**config.mk**
```make
export PLATFORM = sky130hd
export DESIGN_NAME = sbus_pulse_width_deframer_top
export DESIGN_NICKNAME = d
export VERILOG_FILES = /design/src/spwd_pkg.sv /design/src/sbus_pulse_width_deframer_top.sv /design/src/spwd_div.sv /design/src/spwd_store.sv
export SDC_FILE = /design/constraint.sdc
export NUM_CORES = 1
export LEC_CHECK = 0
export BUFFER_PORTS_ARGS = -buffer_cell sky130_fd_sc_hd__buf_2
export CORE_MARGIN = 10
export CORE_UTILIZATION = 45
export DETAILED_ROUTE_END_ITERATION = 10
export PLACE_DENSITY_LB_ADDON = 0.05
export RECOVER_POWER = 25
export SYNTH_ARGS = -nofsm -noshare
export SYNTH_HDL_FRONTEND = slang
export SYNTH_SLANG_ARGS = --single-unit
```
**constraint.sdc**
```tcl
create_clock -name clk -period 7.3 [get_ports clk]
set_input_delay 1.46 -clock clk [delete_from_list [all_inputs] [get_ports clk]]
set_output_delay 1.46 -clock clk [all_outputs]
set_load 0.05 [all_outputs]
```
**src/spwd_pkg.sv**
```systemverilog
// shared constants and types for the sbus pulse-width deframer
package spwd_pkg;

	localparam int IN_W            = 16;
	localparam int QW              = IN_W + 1;
	localparam int SLOT_BITS       = 12;
	localparam int HIGH_LIMIT      = 10;
	localparam int FRAME_CHARS_DEF = 25;
	localparam int BIT_TIME_US_DEF = 10;

	localparam logic [SLOT_BITS-1:0] SLOT_MASK  = 12'hFFF;
	localparam logic [SLOT_BITS-1:0] STOP_MASK  = 12'hC00;
	localparam logic [SLOT_BITS-1:0] PARITY_BIT = 12'h200;
	localparam logic [7:0]           DATA_MASK  = 8'hFF;

	typedef struct packed {
		logic busy;
		logic done;
	} div_stat_t;

endpackage

```
**src/sbus_pulse_width_deframer_top.sv**
```systemverilog
// top level of the sbus pulse-width deframer: sequencer, frame check and output register
//
// s_* channel: one transfer per captured pulse pair, tdata = {low_width_us, high_width_us}.
// Each width is turned into a bit count by a shared reciprocal-multiply divider, then
// the high bits are merged into the current 12-bit character slot with one
// read-modify-write of the slot memory. An ordinary pulse pair passes through the
// hi divide, lo divide, slot read and slot write states, with s_tready low until idle.
// When the last slot is complete and a long low run follows, the sequencer walks all
// FRAME_CHARS slots twice: once to check start, stop and even parity, reading each
// slot before checking it, then to send the data bytes, each read and then loaded
// into the output register once it is free. The first byte follows the whole check walk.
// m_* channel: one transfer per data byte, tlast on the final byte of the frame.
// A frame that fails any check sends nothing. A stall on m_* holds the sequencer in
// the send walk; the last byte sits in the output register while new pulses are taken.
// Reset clears the bit offset and marks every slot empty at once, no clearing pass.
module sbus_pulse_width_deframer_top
	import spwd_pkg::*;
#(
	parameter int FRAME_CHARS = FRAME_CHARS_DEF,
	parameter int BIT_TIME_US = BIT_TIME_US_DEF
) (
	input  logic        clk,
	input  logic        arst_n,
	input  logic        s_tvalid,
	output logic        s_tready,
	input  logic [31:0] s_tdata,  // [15:0] high_width_us, [31:16] low_width_us
	output logic        m_tvalid,
	input  logic        m_tready,
	output logic [7:0]  m_tdata,  // [7:0] frame_byte
	output logic        m_tlast   // last_byte
);

	localparam int AW = FRAME_CHARS > 1 ? $clog2(FRAME_CHARS) : 1;
	localparam int SW = $clog2(FRAME_CHARS + 1);

	typedef enum logic [3:0] {
		S_IDLE, S_DIV_HI, S_DIV_LO, S_UPD_RD, S_UPD_WR,
		S_CHK_RD, S_CHK_EV, S_EM_RD, S_EM_EV
	} state_t;

	state_t            state_q;
	logic [IN_W-1:0]   lo_w_q;
	logic [QW-1:0]     hi_q;
	logic [QW-1:0]     lo_q;
	logic [SW-1:0]     slot_q;
	logic [3:0]        pos_q;
	logic [AW-1:0]     idx_q;
	logic              m_tvalid_q;
	logic [7:0]        m_data_q;
	logic              m_last_q;

	logic              s_xfer;
	logic              div_start;
	logic [QW-1:0]     div_dividend;
	div_stat_t         div_stat;
	logic [QW-1:0]     quotient;

	logic              clr;
	logic              rd_en;
	logic [AW-1:0]     rd_addr;
	logic [SLOT_BITS-1:0] rd_data;
	logic              wr_en;
	logic [SLOT_BITS-1:0] wr_data;

	logic              upd_bad;
	logic [3:0]        p1;
	logic [3:0]        room;
	logic              lo_fits;
	logic [3:0]        np;
	logic              brk;
	logic              frame_end;
	logic [SLOT_BITS-1:0] mask;
	logic [SLOT_BITS-1:0] v;
	logic              slot_ok;
	logic              out_free;
	logic              idx_last;

	assign s_tready = state_q == S_IDLE;
	assign s_xfer   = s_tvalid && s_tready;
	assign out_free = !m_tvalid_q || m_tready;
	assign idx_last = idx_q == AW'(FRAME_CHARS - 1);

	// hi divide starts on the transfer, lo divide right when hi is done
	assign div_start    = s_xfer || (state_q == S_DIV_HI && div_stat.done);
	assign div_dividend = s_xfer ? ({1'b0, s_tdata[15:0]} + QW'(1))
	                             : ({1'b0, lo_w_q} + QW'(1));

	spwd_div #(
		.BIT_TIME_US(BIT_TIME_US)
	) u_div (
		.clk      (clk),
		.arst_n   (arst_n),
		.start    (div_start),
		.dividend (div_dividend),
		.stat     (div_stat),
		.quotient (quotient)
	);

	spwd_store #(
		.FRAME_CHARS(FRAME_CHARS)
	) u_store (
		.clk     (clk),
		.arst_n  (arst_n),
		.clr     (clr),
		.rd_en   (rd_en),
		.rd_addr (rd_addr),
		.rd_data (rd_data),
		.wr_en   (wr_en),
		.wr_addr (slot_q[AW-1:0]),
		.wr_data (wr_data)
	);

	always_comb begin
		// high run must end at or before the parity bit, clear of the stop bits of the slot
		upd_bad = (hi_q == '0) || (lo_q == '0) ||
		          (({1'b0, hi_q} + (QW + 1)'(pos_q)) > (QW + 1)'(HIGH_LIMIT)) ||
		          (slot_q == SW'(FRAME_CHARS));
		p1      = pos_q + hi_q[3:0];
		room    = 4'(SLOT_BITS) - p1;
		lo_fits = lo_q <= QW'(room);
		np      = lo_fits ? (p1 + lo_q[3:0]) : 4'(SLOT_BITS);
		// leftover low bits beyond the slot end exceed one character
		brk       = lo_q > (QW'(2 * SLOT_BITS) - QW'(p1));
		frame_end = brk && ((slot_q + 1'b1) == SW'(FRAME_CHARS));
		for (int b = 0; b < SLOT_BITS; b++)
			mask[b] = (4'(b) >= pos_q) && (4'(b) < p1);
		wr_data = (rd_data | mask) & SLOT_MASK;
		v       = ~rd_data & SLOT_MASK;
		slot_ok = !v[0] && ((v & STOP_MASK) == STOP_MASK) && ((^v[8:1]) == v[9]);
		rd_en   = state_q == S_UPD_RD || state_q == S_CHK_RD || state_q == S_EM_RD;
		rd_addr = (state_q == S_UPD_RD) ? slot_q[AW-1:0] : idx_q;
		wr_en   = state_q == S_UPD_WR;
		unique case (state_q)
			S_UPD_RD: clr = upd_bad;
			S_UPD_WR: clr = brk && !frame_end;
			S_CHK_EV: clr = !slot_ok;
			S_EM_EV:  clr = out_free && idx_last;
			default:  clr = 1'b0;
		endcase
	end

	always_ff @(posedge clk or negedge arst_n) begin
		if (!arst_n) begin
			state_q    <= S_IDLE;
			slot_q     <= '0;
			pos_q      <= '0;
			idx_q      <= '0;
			m_tvalid_q <= 1'b0;
		end else begin
			if (m_tready)
				m_tvalid_q <= 1'b0;
			unique case (state_q)
				S_IDLE: begin
					if (s_xfer)
						state_q <= S_DIV_HI;
				end
				S_DIV_HI: begin
					if (div_stat.done)
						state_q <= S_DIV_LO;
				end
				S_DIV_LO: begin
					if (div_stat.done)
						state_q <= S_UPD_RD;
				end
				S_UPD_RD: begin
					state_q <= upd_bad ? S_IDLE : S_UPD_WR;
				end
				S_UPD_WR: begin
					if (np == 4'(SLOT_BITS)) begin
						slot_q <= slot_q + 1'b1;
						pos_q  <= '0;
					end else begin
						pos_q <= np;
					end
					idx_q   <= '0;
					state_q <= frame_end ? S_CHK_RD : S_IDLE;
				end
				S_CHK_RD: begin
					state_q <= S_CHK_EV;
				end
				S_CHK_EV: begin
					if (!slot_ok) begin
						state_q <= S_IDLE;
					end else if (idx_last) begin
						idx_q   <= '0;
						state_q <= S_EM_RD;
					end else begin
						idx_q   <= idx_q + 1'b1;
						state_q <= S_CHK_RD;
					end
				end
				S_EM_RD: begin
					state_q <= S_EM_EV;
				end
				S_EM_EV: begin
					if (out_free) begin
						m_tvalid_q <= 1'b1;
						if (idx_last) begin
							state_q <= S_IDLE;
						end else begin
							idx_q   <= idx_q + 1'b1;
							state_q <= S_EM_RD;
						end
					end
				end
				default: state_q <= S_IDLE;
			endcase
			if (clr) begin
				slot_q <= '0;
				pos_q  <= '0;
			end
		end
	end

	always_ff @(posedge clk) begin
		if (s_xfer)
			lo_w_q <= s_tdata[31:16];
		if (state_q == S_DIV_HI && div_stat.done)
			hi_q <= quotient;
		if (state_q == S_DIV_LO && div_stat.done)
			lo_q <= quotient;
		if (state_q == S_EM_EV && out_free) begin
			m_data_q <= v[8:1] & DATA_MASK;
			m_last_q <= idx_last;
		end
	end

	assign m_tvalid = m_tvalid_q;
	assign m_tdata  = m_data_q;
	assign m_tlast  = m_last_q;

endmodule

```
**src/spwd_div.sv**
```systemverilog
// shared divider by the constant bit time: reciprocal multiply, dividend and product registered
module spwd_div
	import spwd_pkg::*;
#(
	parameter int BIT_TIME_US = BIT_TIME_US_DEF
) (
	input  logic          clk,
	input  logic          arst_n,
	input  logic          start,
	input  logic [QW-1:0] dividend,
	output div_stat_t     stat,
	output logic [QW-1:0] quotient
);

	localparam int RL = $clog2(BIT_TIME_US);
	localparam int SH = QW + RL;
	localparam int MW = QW + 2;
	localparam int PW = QW + MW;
	// ceil(2^SH / BIT_TIME_US) is exact for every QW-bit dividend
	localparam logic [MW-1:0] RECIP =
		MW'(((64'd1 << SH) + 64'(BIT_TIME_US) - 64'd1) / 64'(BIT_TIME_US));

	logic          busy_q;
	logic          done_q;
	logic [QW-1:0] x_q;
	logic [PW-1:0] prod_q;

	always_ff @(posedge clk or negedge arst_n) begin
		if (!arst_n) begin
			busy_q <= 1'b0;
			done_q <= 1'b0;
		end else begin
			busy_q <= start;
			done_q <= busy_q;
		end
	end

	always_ff @(posedge clk) begin
		if (start)
			x_q <= dividend;
		if (busy_q)
			prod_q <= PW'(x_q) * PW'(RECIP);
	end

	assign stat.busy = busy_q;
	assign stat.done = done_q;
	assign quotient  = QW'(prod_q >> SH);

endmodule

```
**src/spwd_store.sv**
```systemverilog
// character slot memory with per-slot valid bits, registered read
module spwd_store
	import spwd_pkg::*;
#(
	parameter int FRAME_CHARS = FRAME_CHARS_DEF
) (
	input  logic                                   clk,
	input  logic                                   arst_n,
	input  logic                                   clr,
	input  logic                                   rd_en,
	input  logic [(FRAME_CHARS>1 ? $clog2(FRAME_CHARS) : 1)-1:0] rd_addr,
	output logic [SLOT_BITS-1:0]                   rd_data,
	input  logic                                   wr_en,
	input  logic [(FRAME_CHARS>1 ? $clog2(FRAME_CHARS) : 1)-1:0] wr_addr,
	input  logic [SLOT_BITS-1:0]                   wr_data
);

	logic [SLOT_BITS-1:0]   mem [FRAME_CHARS];
	logic [FRAME_CHARS-1:0] valid_q;
	logic [SLOT_BITS-1:0]   rd_raw_q;
	logic                   rd_vld_q;

	always_ff @(posedge clk or negedge arst_n) begin
		if (!arst_n) begin
			valid_q  <= '0;
			rd_vld_q <= 1'b0;
		end else begin
			if (rd_en)
				rd_vld_q <= valid_q[rd_addr];
			if (clr)
				valid_q <= '0;
			else if (wr_en)
				valid_q[wr_addr] <= 1'b1;
		end
	end

	always_ff @(posedge clk) begin
		if (wr_en)
			mem[wr_addr] <= wr_data;
		if (rd_en)
			rd_raw_q <= mem[rd_addr];
	end

	// a slot never written since the last clear reads as zero
	assign rd_data = rd_vld_q ? rd_raw_q : '0;

endmodule
```
# Word level (Yosys, flattened, before mapping)
# Memory sizes are Yosys's and may differ from the RTL's. A register that Yosys moved wholly into a read port is not among the register bits.
# Cells that the tools add are included.
# classes
n_lt_le_gt_ge	30
mul	1
mux	37
n_bitwise	3
n_reduce_logical	43
add_sub_neg	9
eq_ne	20
# op_table
op	count
$mux W25	2
$mux W5	8
$pmux W4 S9	1
$add A16 B1 Y17 const B	2
$logic_not A17 Y1	2
$mul A17 B16 Y33 const B	1
$mux W4	8
$or A25 B25 Y25	1
$logic_and A1 B1 Y1	22
$gt A14 B17 Y1	1
$mux W17	1
$eq A4 B3 Y1 const B	4
$ge A3 B4 Y1 const A	4
$ge A4 B4 Y1 const A	4
$lt A3 B4 Y1 const A	4
$lt A4 B4 Y1 const A	4
$add A14 B4 Y15	1
$eq A5 B5 Y1 const B	3
$gt A15 B4 Y1 const B	1
$pmux W5 S3	1
$le A14 B4 Y1	1
$lt A5 B6 Y1 const B	2
$mux W12	1
$mux W3	4
31 further kinds	60
# word_totals
ff_bits	150
n_memories	1
ram_bits	300
inputBits	36
wordCells	160
# memory_table
memory	depth	width	rd	rd_ports_with_merged_regs	write_ports	line	source
u_store.mem	25	12	1	1	1	spwd_store.sv:18	logic [SLOT_BITS-1:0] mem [FRAME_CHARS];

# Depth between registers and ports, before layout
# Gate-level depths: netlist (run 1).
# depth
depth_word	9
depth_mapped	20

# Hierarchy
# From an unflattened synthesis (run 1), not the netlist that was laid out.
# unflattened
cells_unflattened	1741
hier_area_um2	24315.8
# modules_own_cells
module	n_inst	seq_area_each_um2	cells_per_inst	area_each_um2
spwd_store	1	10019.6	654	13170.1
spwd_div	1	980.9	583	6067.1
sbus_pulse_width_deframer_top	1	2247.2	504	5078.6

# Worst setup path before layout (run 1)
# OpenSTA, ideal clock, no wires.
# synth_path
path_type	reg-to-reg
startpoint	register u_div.x_q[9]
endpoint	register u_div.prod_q[29], data pin
setup_slack_ns	1.929
required_ns	7.105
period_less_slack_ns	5.371
stages_incl_launch_ff	19
setup_ns	0.195
arrival_time_ns	5.176
path_cell_list	edfxtp_1 > ha_1 > fa_1 > inv_1 > fa_1 > fa_1 > inv_1 > fa_1 > inv_1 > fa_1 > inv_1 > ha_1 > nand4_1 > nor2_1 > a221o_1 > nor2_1 > nand2_1 > a2111o_1 > o311ai_0
# synth_between
elab_chain_cells	1
# synth_rtl
element	line	source
start, declared	spwd_div.sv:25	logic [QW-1:0] x_q;
start signal, assigned	spwd_div.sv:40	x_q <= dividend;
$mul A17 B16 Y33	spwd_div.sv:42	prod_q <= PW'(x_q) * PW'(RECIP);
end signal, assigned	spwd_div.sv:42	
end, declared	spwd_div.sv:26	logic [PW-1:0] prod_q;
# No other way between the ends.
# A chain may end at the register's enable or synchronous reset.

# Final worst setup path (run 1)
# layout_path
startpoint	register u_div.x_q[10]
endpoint	register u_div.prod_q[29], data pin
# The elaborated chain is that of the path after synthesis.

==> results of run 1 <==
[final timing paths]
kind	slack, ns	from	to	cells past startpoint
setup / recovery	1.47	u_div.x_q[10]	u_div.prod_q[29]	18
min in group asynchronous	1.90	arst_n	u_store.valid_q[5]	2
hold reg to reg	0.44	u_div.prod_q[26]	hi_q[5]	0
hold / removal	0.44	u_div.prod_q[26]	hi_q[5]	0
setup reg to reg	1.47	u_div.x_q[10]	u_div.prod_q[29]	18
max in group asynchronous	3.73	arst_n	pos_q[3]	2
[flip-flops by register name, summed over array words and instances (netlist names)]
signal,flops
u_div.busy_q,1
slot_q,5
u_store.valid_q,25
hi_q,14
m_tlast,1
u_div.done_q,1
state_q,4
m_tvalid,1
lo_w_q,16
idx_q,5
lo_q,14
u_store.rd_vld_q,1
u_store.mem,300
u_div.x_q,17
m_tdata,8
pos_q,4
u_div.prod_q,14
u_store.rd_raw_q,12
[through the flow]
step / util / hold WS [ns] / area [um2]
finish: 0.504 / 0.439 / 26500
global route: 0.504 / 0.459 / 26500
CTS: 0.505 / 0.447 / 26500
detailed placement: 0.477 / 0.436 / 25100
global placement: 0.477 / 0.431 / 25100
floorplan: - / 0.421 / 23900
[cells by family after synthesis]
kind of cell | Yosys count | share of synthesized area
and+or+nand+nor | 626 | 0.124
DFF | 443 | 0.547
AOI/OAI and AO/OA | 278 | 0.0860
buffers and inverters | 266 | 0.0450
adders and majority gates | 249 | 0.158
xor gates and xnor gates | 50 | 0.0200
muxes | 47 | 0.0200
[Yosys cell counts (all sizes together), types with 12 or more instances]
master,instances
a211oi,31
a21oi,50
a311oi,24
a32oi,28
and2,32
and3,14
buf,29
clkbuf,44
dfrtp,47
edfxtp,396
fa,89
ha,160
inv,192
mux2i,44
nand2,284
nand3,91
nand4,40
nor2,88
nor2b,12
nor3,25
o21a,20
o21ai,42
o311ai,13
xnor2,36
xor2,13
[cell usage in the layout (no fill, tap or decap), types with 13 or more instances in the layout]
master,count
edfxtp_1,396
nand2_1,284
inv_1,191
ha_1,160
nand3_1,90
fa_1,89
nor2_1,66
a21oi_1,49
clkbuf_16,49
dfrtp_1,47
nand4_1,40
mux2i_1,38
o21ai_0,36
xnor2_1,34
buf_2,33
and2_1,31
a211oi_1,31
clkbuf_1,31
buf_4,30
a32oi_1,27
nor3_1,25
a311oi_1,24
o21a_1,20
and3_1,14
xor2_1,13
[layer usage]
layer,part of all wire,up-vias,global-route usage
li1,-,7200,-
met1,0.48,7693,0.308
met2,0.43,453,0.300
met3,0.073,82,0.0479
met4,0.018,0,0.0475
met5,0,-,0
[worst max-delay path, stage by stage, from the launching register on]
cell and delay, ns:
edfxtp_1 0.51, ha_1 0.39, fa_1 0.57, inv_1 0.06
fa_1 0.50, fa_1 0.54, inv_1 0.06, fa_1 0.57
inv_1 0.07, fa_1 0.53, inv_1 0.04, ha_1 0.35
nand4_1 0.12, nor2_1 0.06, a221o_1 0.33, nor2_1 0.14
nand2_1 0.18, a2111o_1 0.44, o311ai_0 0.12
[cell type report]
cell class	count	area, um2	share of cell area
multi-input combinational	1250	9880	0.373
clock buffer	63	1280	0.0483
sequential	443	13100	0.493
inverter	193	724	0.0273
timing repair buffer	81	474	0.0179
clock inverter	26	208	0.00784
tap	688	861	0.0325
==> results.sh, run 1 <==
export IMPL_ant_nets=0
export IMPL_grt_ovfl_total=0
export IMPL_antenna_found_initial=4
export IMPL_setup_viol=0
export IMPL_max_freq_mhz=171
export IMPL_netlist_area_mm2=0.0239
export IMPL_synth_avg_cell_area_um2=12.2
export IMPL_drcViolationCount=0
export IMPL_synth_area_leaders="edfxtp_1 50%, ha_1 8.4%, fa_1 7.5%"
export IMPL_design_core_area_mm2=0.0526
export IMPL_post_route_min_period_ns=5.83
export IMPL_cts_sinks=443
export IMPL_maxCapViolCount=2
export IMPL_skew_ns=0.0297
export IMPL_num_io_pins=47
export IMPL_vias=15400
export IMPL_syn2layout_area_growth_pct=10.9
export IMPL_synth_edf_count=396
export IMPL_gp_congestion=0.864
export IMPL_layout_nets=2303
export IMPL_first_iter_violations=1433
export IMPL_setup_tns_ns=0
export IMPL_fillCellCount=4663
export IMPL_grt_pass1_vias=15400
export IMPL_drv_slew=59
export IMPL_worstPathRequired_ns=7.65
export IMPL_violations="capacitance limit, slew limit"
export IMPL_hpwl_mm=45.4
export IMPL_end_kind="flip-flop"
export IMPL_post_cts_buffers=0
export IMPL_seq_area_frac_synth=0.547
export IMPL_wl_per_cell_um=23.9
export IMPL_clkSlewWorstSetupHoldPaths_ns=0.06
export IMPL_synth_top_area_frac=0.498
export IMPL_die_x_um=250
export IMPL_cts_htree_levels=2
export IMPL_port_buffers=46
export IMPL_setup_slack_ns=1.47
export IMPL_synthCells=1959
export IMPL_layout_drive_gt1_share=0.0924
export IMPL_path_max_fanout=5
export IMPL_grt_pass1_wl_mm=98.8
export IMPL_first_pass_iters=5
export IMPL_tightest_slew_ns=2.89
export IMPL_rsz0062_at_grt="no"
export IMPL_hold_violations=0
export IMPL_crit_type="flip-flop to flip-flop"
export IMPL_stdcell_count=2744
export IMPL_cts_resized=0
export IMPL_post_route_period_util=0.799
export IMPL_outcome="finished, violations left"
export IMPL_yosysUniqueCellTypes=85
export IMPL_holdBufCountCts=0
export IMPL_yosys_warnings=0
export IMPL_start_kind="flip-flop"
export IMPL_cts_tree="yes"
export IMPL_max_slew_margin=-0.927
export IMPL_totalWireLength_mm=65.7
export IMPL_cts_buffers=49
export IMPL_grtUsageTotal=0.207
export IMPL_synth_seq_cells=443
export IMPL_grt_max_degree=117
export IMPL_clkLatencyLatePin_ns=0.60
export IMPL_rows=84
export IMPL_synth_top_area_cell="edfxtp_1"
export IMPL_cts_root_buf="clkbuf_16"
export IMPL_vias_per_cell=5.62
export IMPL_start_util=0.455
export IMPL_cp_arrival_ns=6.18
export IMPL_dp_cells=2655
export IMPL_place_ws_ns=1.53
export IMPL_synth_nets=2244
export IMPL_ys_flop_type="edfxtp_1"
export IMPL_async_reset_ff_frac=0.106
export IMPL_cts_buffer_depth=3
export IMPL_diodes=0
export IMPL_die_area_mm2=0.0627
export IMPL_die_h_um=250
export IMPL_hold_class="flip-flop to flip-flop"
Power of run 1 is not shown: default switching activity piles up to over one toggle a cycle in this logic, so the estimate is an artifact.
==> run 2, diff against run 1 <==
==> constraint.sdc (replaced) <==
create_clock -name clk -period 4.8 [get_ports clk]
set_input_delay 0.96 -clock clk [delete_from_list [all_inputs] [get_ports clk]]
set_output_delay 0.96 -clock clk [all_outputs]
set_load 0.05 [all_outputs]
==> run 2 against run 1 <==
  * The flow finishes with violations (capacitance limit, slew limit, setup timing)
  * Via count increased by 2.7%
  * Die area unchanged
  * Sequential share of layout area decreased by 3.4 points
  * Sequential cell count stayed put
  * Largest cell class unchanged
  * Worst setup slack got worse by 1.9 ns
  * Clock skew decreased by 0.0065 ns
  * Critical endpoint is now u_div.prod_q[31]
  * Highest routed layer is now met5
  * First-iteration DRC count shrank 29%
  * Cell area grew 7.3%
==> results.sh, run 2 (synthesized netlist as in run 1, its figures left out) <==
export IMPL_grt_max_degree=48
export IMPL_rsz0062_at_grt="yes"
export IMPL_vias=15800
export IMPL_layout_drive_gt1_share=0.192
export IMPL_post_route_min_period_ns=5.22
export IMPL_final_cell_mix="396 x edfxtp_1, 282 x nand2_1, 181 x inv_1, 169 x buf_4, 130 x ha_1"
export IMPL_layout_nets=2455
export IMPL_seqCellArea_mm2=0.0131
export IMPL_design_core_area_mm2=0.0526
export IMPL_setup_viol=13
export IMPL_cts_tree="yes"
export IMPL_reg2reg_to="u_div.prod_q[31]"
export IMPL_first_pass_iters=5
export IMPL_post_route_period_util=1.09
export IMPL_r2r_slack_ns=-0.42
export IMPL_cts_htree_levels=2
export IMPL_place_ws_ns=-0.579
export IMPL_cp_arrival_ns=5.56
export IMPL_grt_ovfl_total=0
export IMPL_cp_slowest_stage_delay_ns=0.53
export IMPL_wl_per_cell_um=21.3
export IMPL_worstPathRequired_ns=5.14
export IMPL_holdBufCountCts=0
export IMPL_cts_buffers=50
export IMPL_rows=84
export IMPL_num_io_pins=47
export IMPL_drv_slew=74
export IMPL_tightest_slew_ns=2.90
export IMPL_first_iter_violations=1014
export IMPL_totalWireLength_mm=61.7
export IMPL_die_h_um=250
export IMPL_cts_root_buf="clkbuf_16"
export IMPL_clkLatencyLatePin_ns=0.61
export IMPL_cts_buffer_depth=3
export IMPL_clkSlewWorstSetupHoldPaths_ns=0.06
export IMPL_skew_ns=0.0232
export IMPL_grt_pass1_vias=16200
export IMPL_maxCapViolCount=2
export IMPL_max_slew_margin=-0.934
export IMPL_die_x_um=250
export IMPL_path_cells="ha_4 -> inv_4 -> fa_1 -> inv_1 -> fa_1 -> fa_1 -> inv_1 -> fa_1 -> fa_1 -> inv_2 -> ha_4 -> nand4_1 -> nor2_2 -> buf_4 -> and3_4 -> o31ai_4 -> a31oi_4 -> buf_4 -> nor2_4 -> xnor2_2"
export IMPL_largest_register_ffs=300
export IMPL_hpwl_mm=43.5
export IMPL_top_register="u_store.mem"
export IMPL_drcViolationCount=0
export IMPL_crit_type="flip-flop to flip-flop"
export IMPL_grtUsageTotal=0.194
export IMPL_worstSetupEndpoint="u_div.prod_q[31]"
export IMPL_ant_nets=0
export IMPL_path_max_fanout=3
export IMPL_outcome="finished, violations left"
export IMPL_syn2layout_area_growth_pct=18.9
export IMPL_r2r_cells=20
export IMPL_reg_top3="u_store.mem (300), u_store.valid_q (25), u_div.x_q (17)"
export IMPL_cts_sinks=443
export IMPL_max_freq_mhz=191
export IMPL_hold_violations=0
export IMPL_final_common_cell="edfxtp_1"
export IMPL_grt_pass1_wl_mm=94.8
export IMPL_vias_per_cell=5.47
export IMPL_antenna_found_initial=1
export IMPL_critPathSlowestCell="fa_1"
export IMPL_whs_path_depth=0
export IMPL_hold_class="flip-flop to flip-flop"
export IMPL_timing_rr_start="u_div.x_q[7]"
export IMPL_port_buffers=46
export IMPL_violations="capacitance limit, slew limit, setup timing"
export IMPL_start_util=0.455
export IMPL_diodes=0
export IMPL_worstSetupStartpoint="u_div.x_q[7]"
export IMPL_end_kind="flip-flop"
export IMPL_fillCellCount=4525
export IMPL_cp_common_cell="fa_1"
export IMPL_setup_slack_ns=-0.423
export IMPL_gp_congestion=0.902
export IMPL_start_kind="flip-flop"
export IMPL_die_area_mm2=0.0627
export IMPL_multi_input_area_mm2=0.0105
[run 2: cell count changes in the layout (fill, tap and decap cells not counted), sizes merged]
| cell | delta |
|---|---|
| buf | +151 |
| clkinv | +1 |
| bufinv | +3 |
| clkinvlp | +2 |
| clkbuf | +1 |
| inv | -3 |
[run 2: worst min path at each step]
stage,start,endpoint
6_report,u_div.prod_q[31],lo_q[10]
5_1_grt,u_div.prod_q[31],hi_q[10]
4_1_cts,u_div.prod_q[31],hi_q[10]
3_5_place_dp,u_div.prod_q[31],hi_q[10]
3_3_place_gp,u_div.prod_q[31],hi_q[10]
2_1_floorplan,u_div.prod_q[21],hi_q[0]
[run 2: layout make-up]
type / count / share of cell area
Sequential cell: 443 / 0.460
Multi-Input combinational cell: 1250 / 0.369
Timing Repair Buffer: 232 / 0.0581
Clock buffer: 64 / 0.0466
Tap cell: 688 / 0.0303
Inverter: 193 / 0.0257
Clock inverter: 29 / 0.0109
[run 2: metal layers]
metal  up-vias  global-route usage  routed length, um
met5         -                   0                 13
li1       7499                   -                  -
met3       126              0.0268               2340
met1      7890               0.236              25600
met2       332               0.339              31200
met4         2              0.0847               2580
[run 2: metrics by stage]
step                      instances  hold WS [ns]  instance area (um2)   util  TNS [ns]
after floorplan                1959         0.421                24100      -    -0.124
after global placement         2784         0.429                26300  0.500     -4.42
after detailed placement       2784         0.438                26300  0.500     -5.17
after CTS                      2894         0.452                28200  0.537     -3.92
after global routing           2899         0.466                28400  0.541     -6.18
final                          2899         0.450                28400  0.541     -4.14
[run 2: worst max-delay path, delay by kind of cell (launching register included)]
kind	cells	cell delay (ns)
AO/OA/AOI/OAI	2	0.32
XOR/XNOR	1	0.13
adder cells (fa/ha/maj)	7	3.05
buffers and inverters	6	0.46
flip-flops	1	0.49
AND/OR/NAND/NOR	4	0.51
[run 2: what timing repair did]
action / CTS / global route
pin swaps: 15 / 22
setup endpoints to repair: 14 / 14
buffers inserted: 21 / 8
gates resized for setup: 44 / 37
Power of run 2 is left out for the same reason.
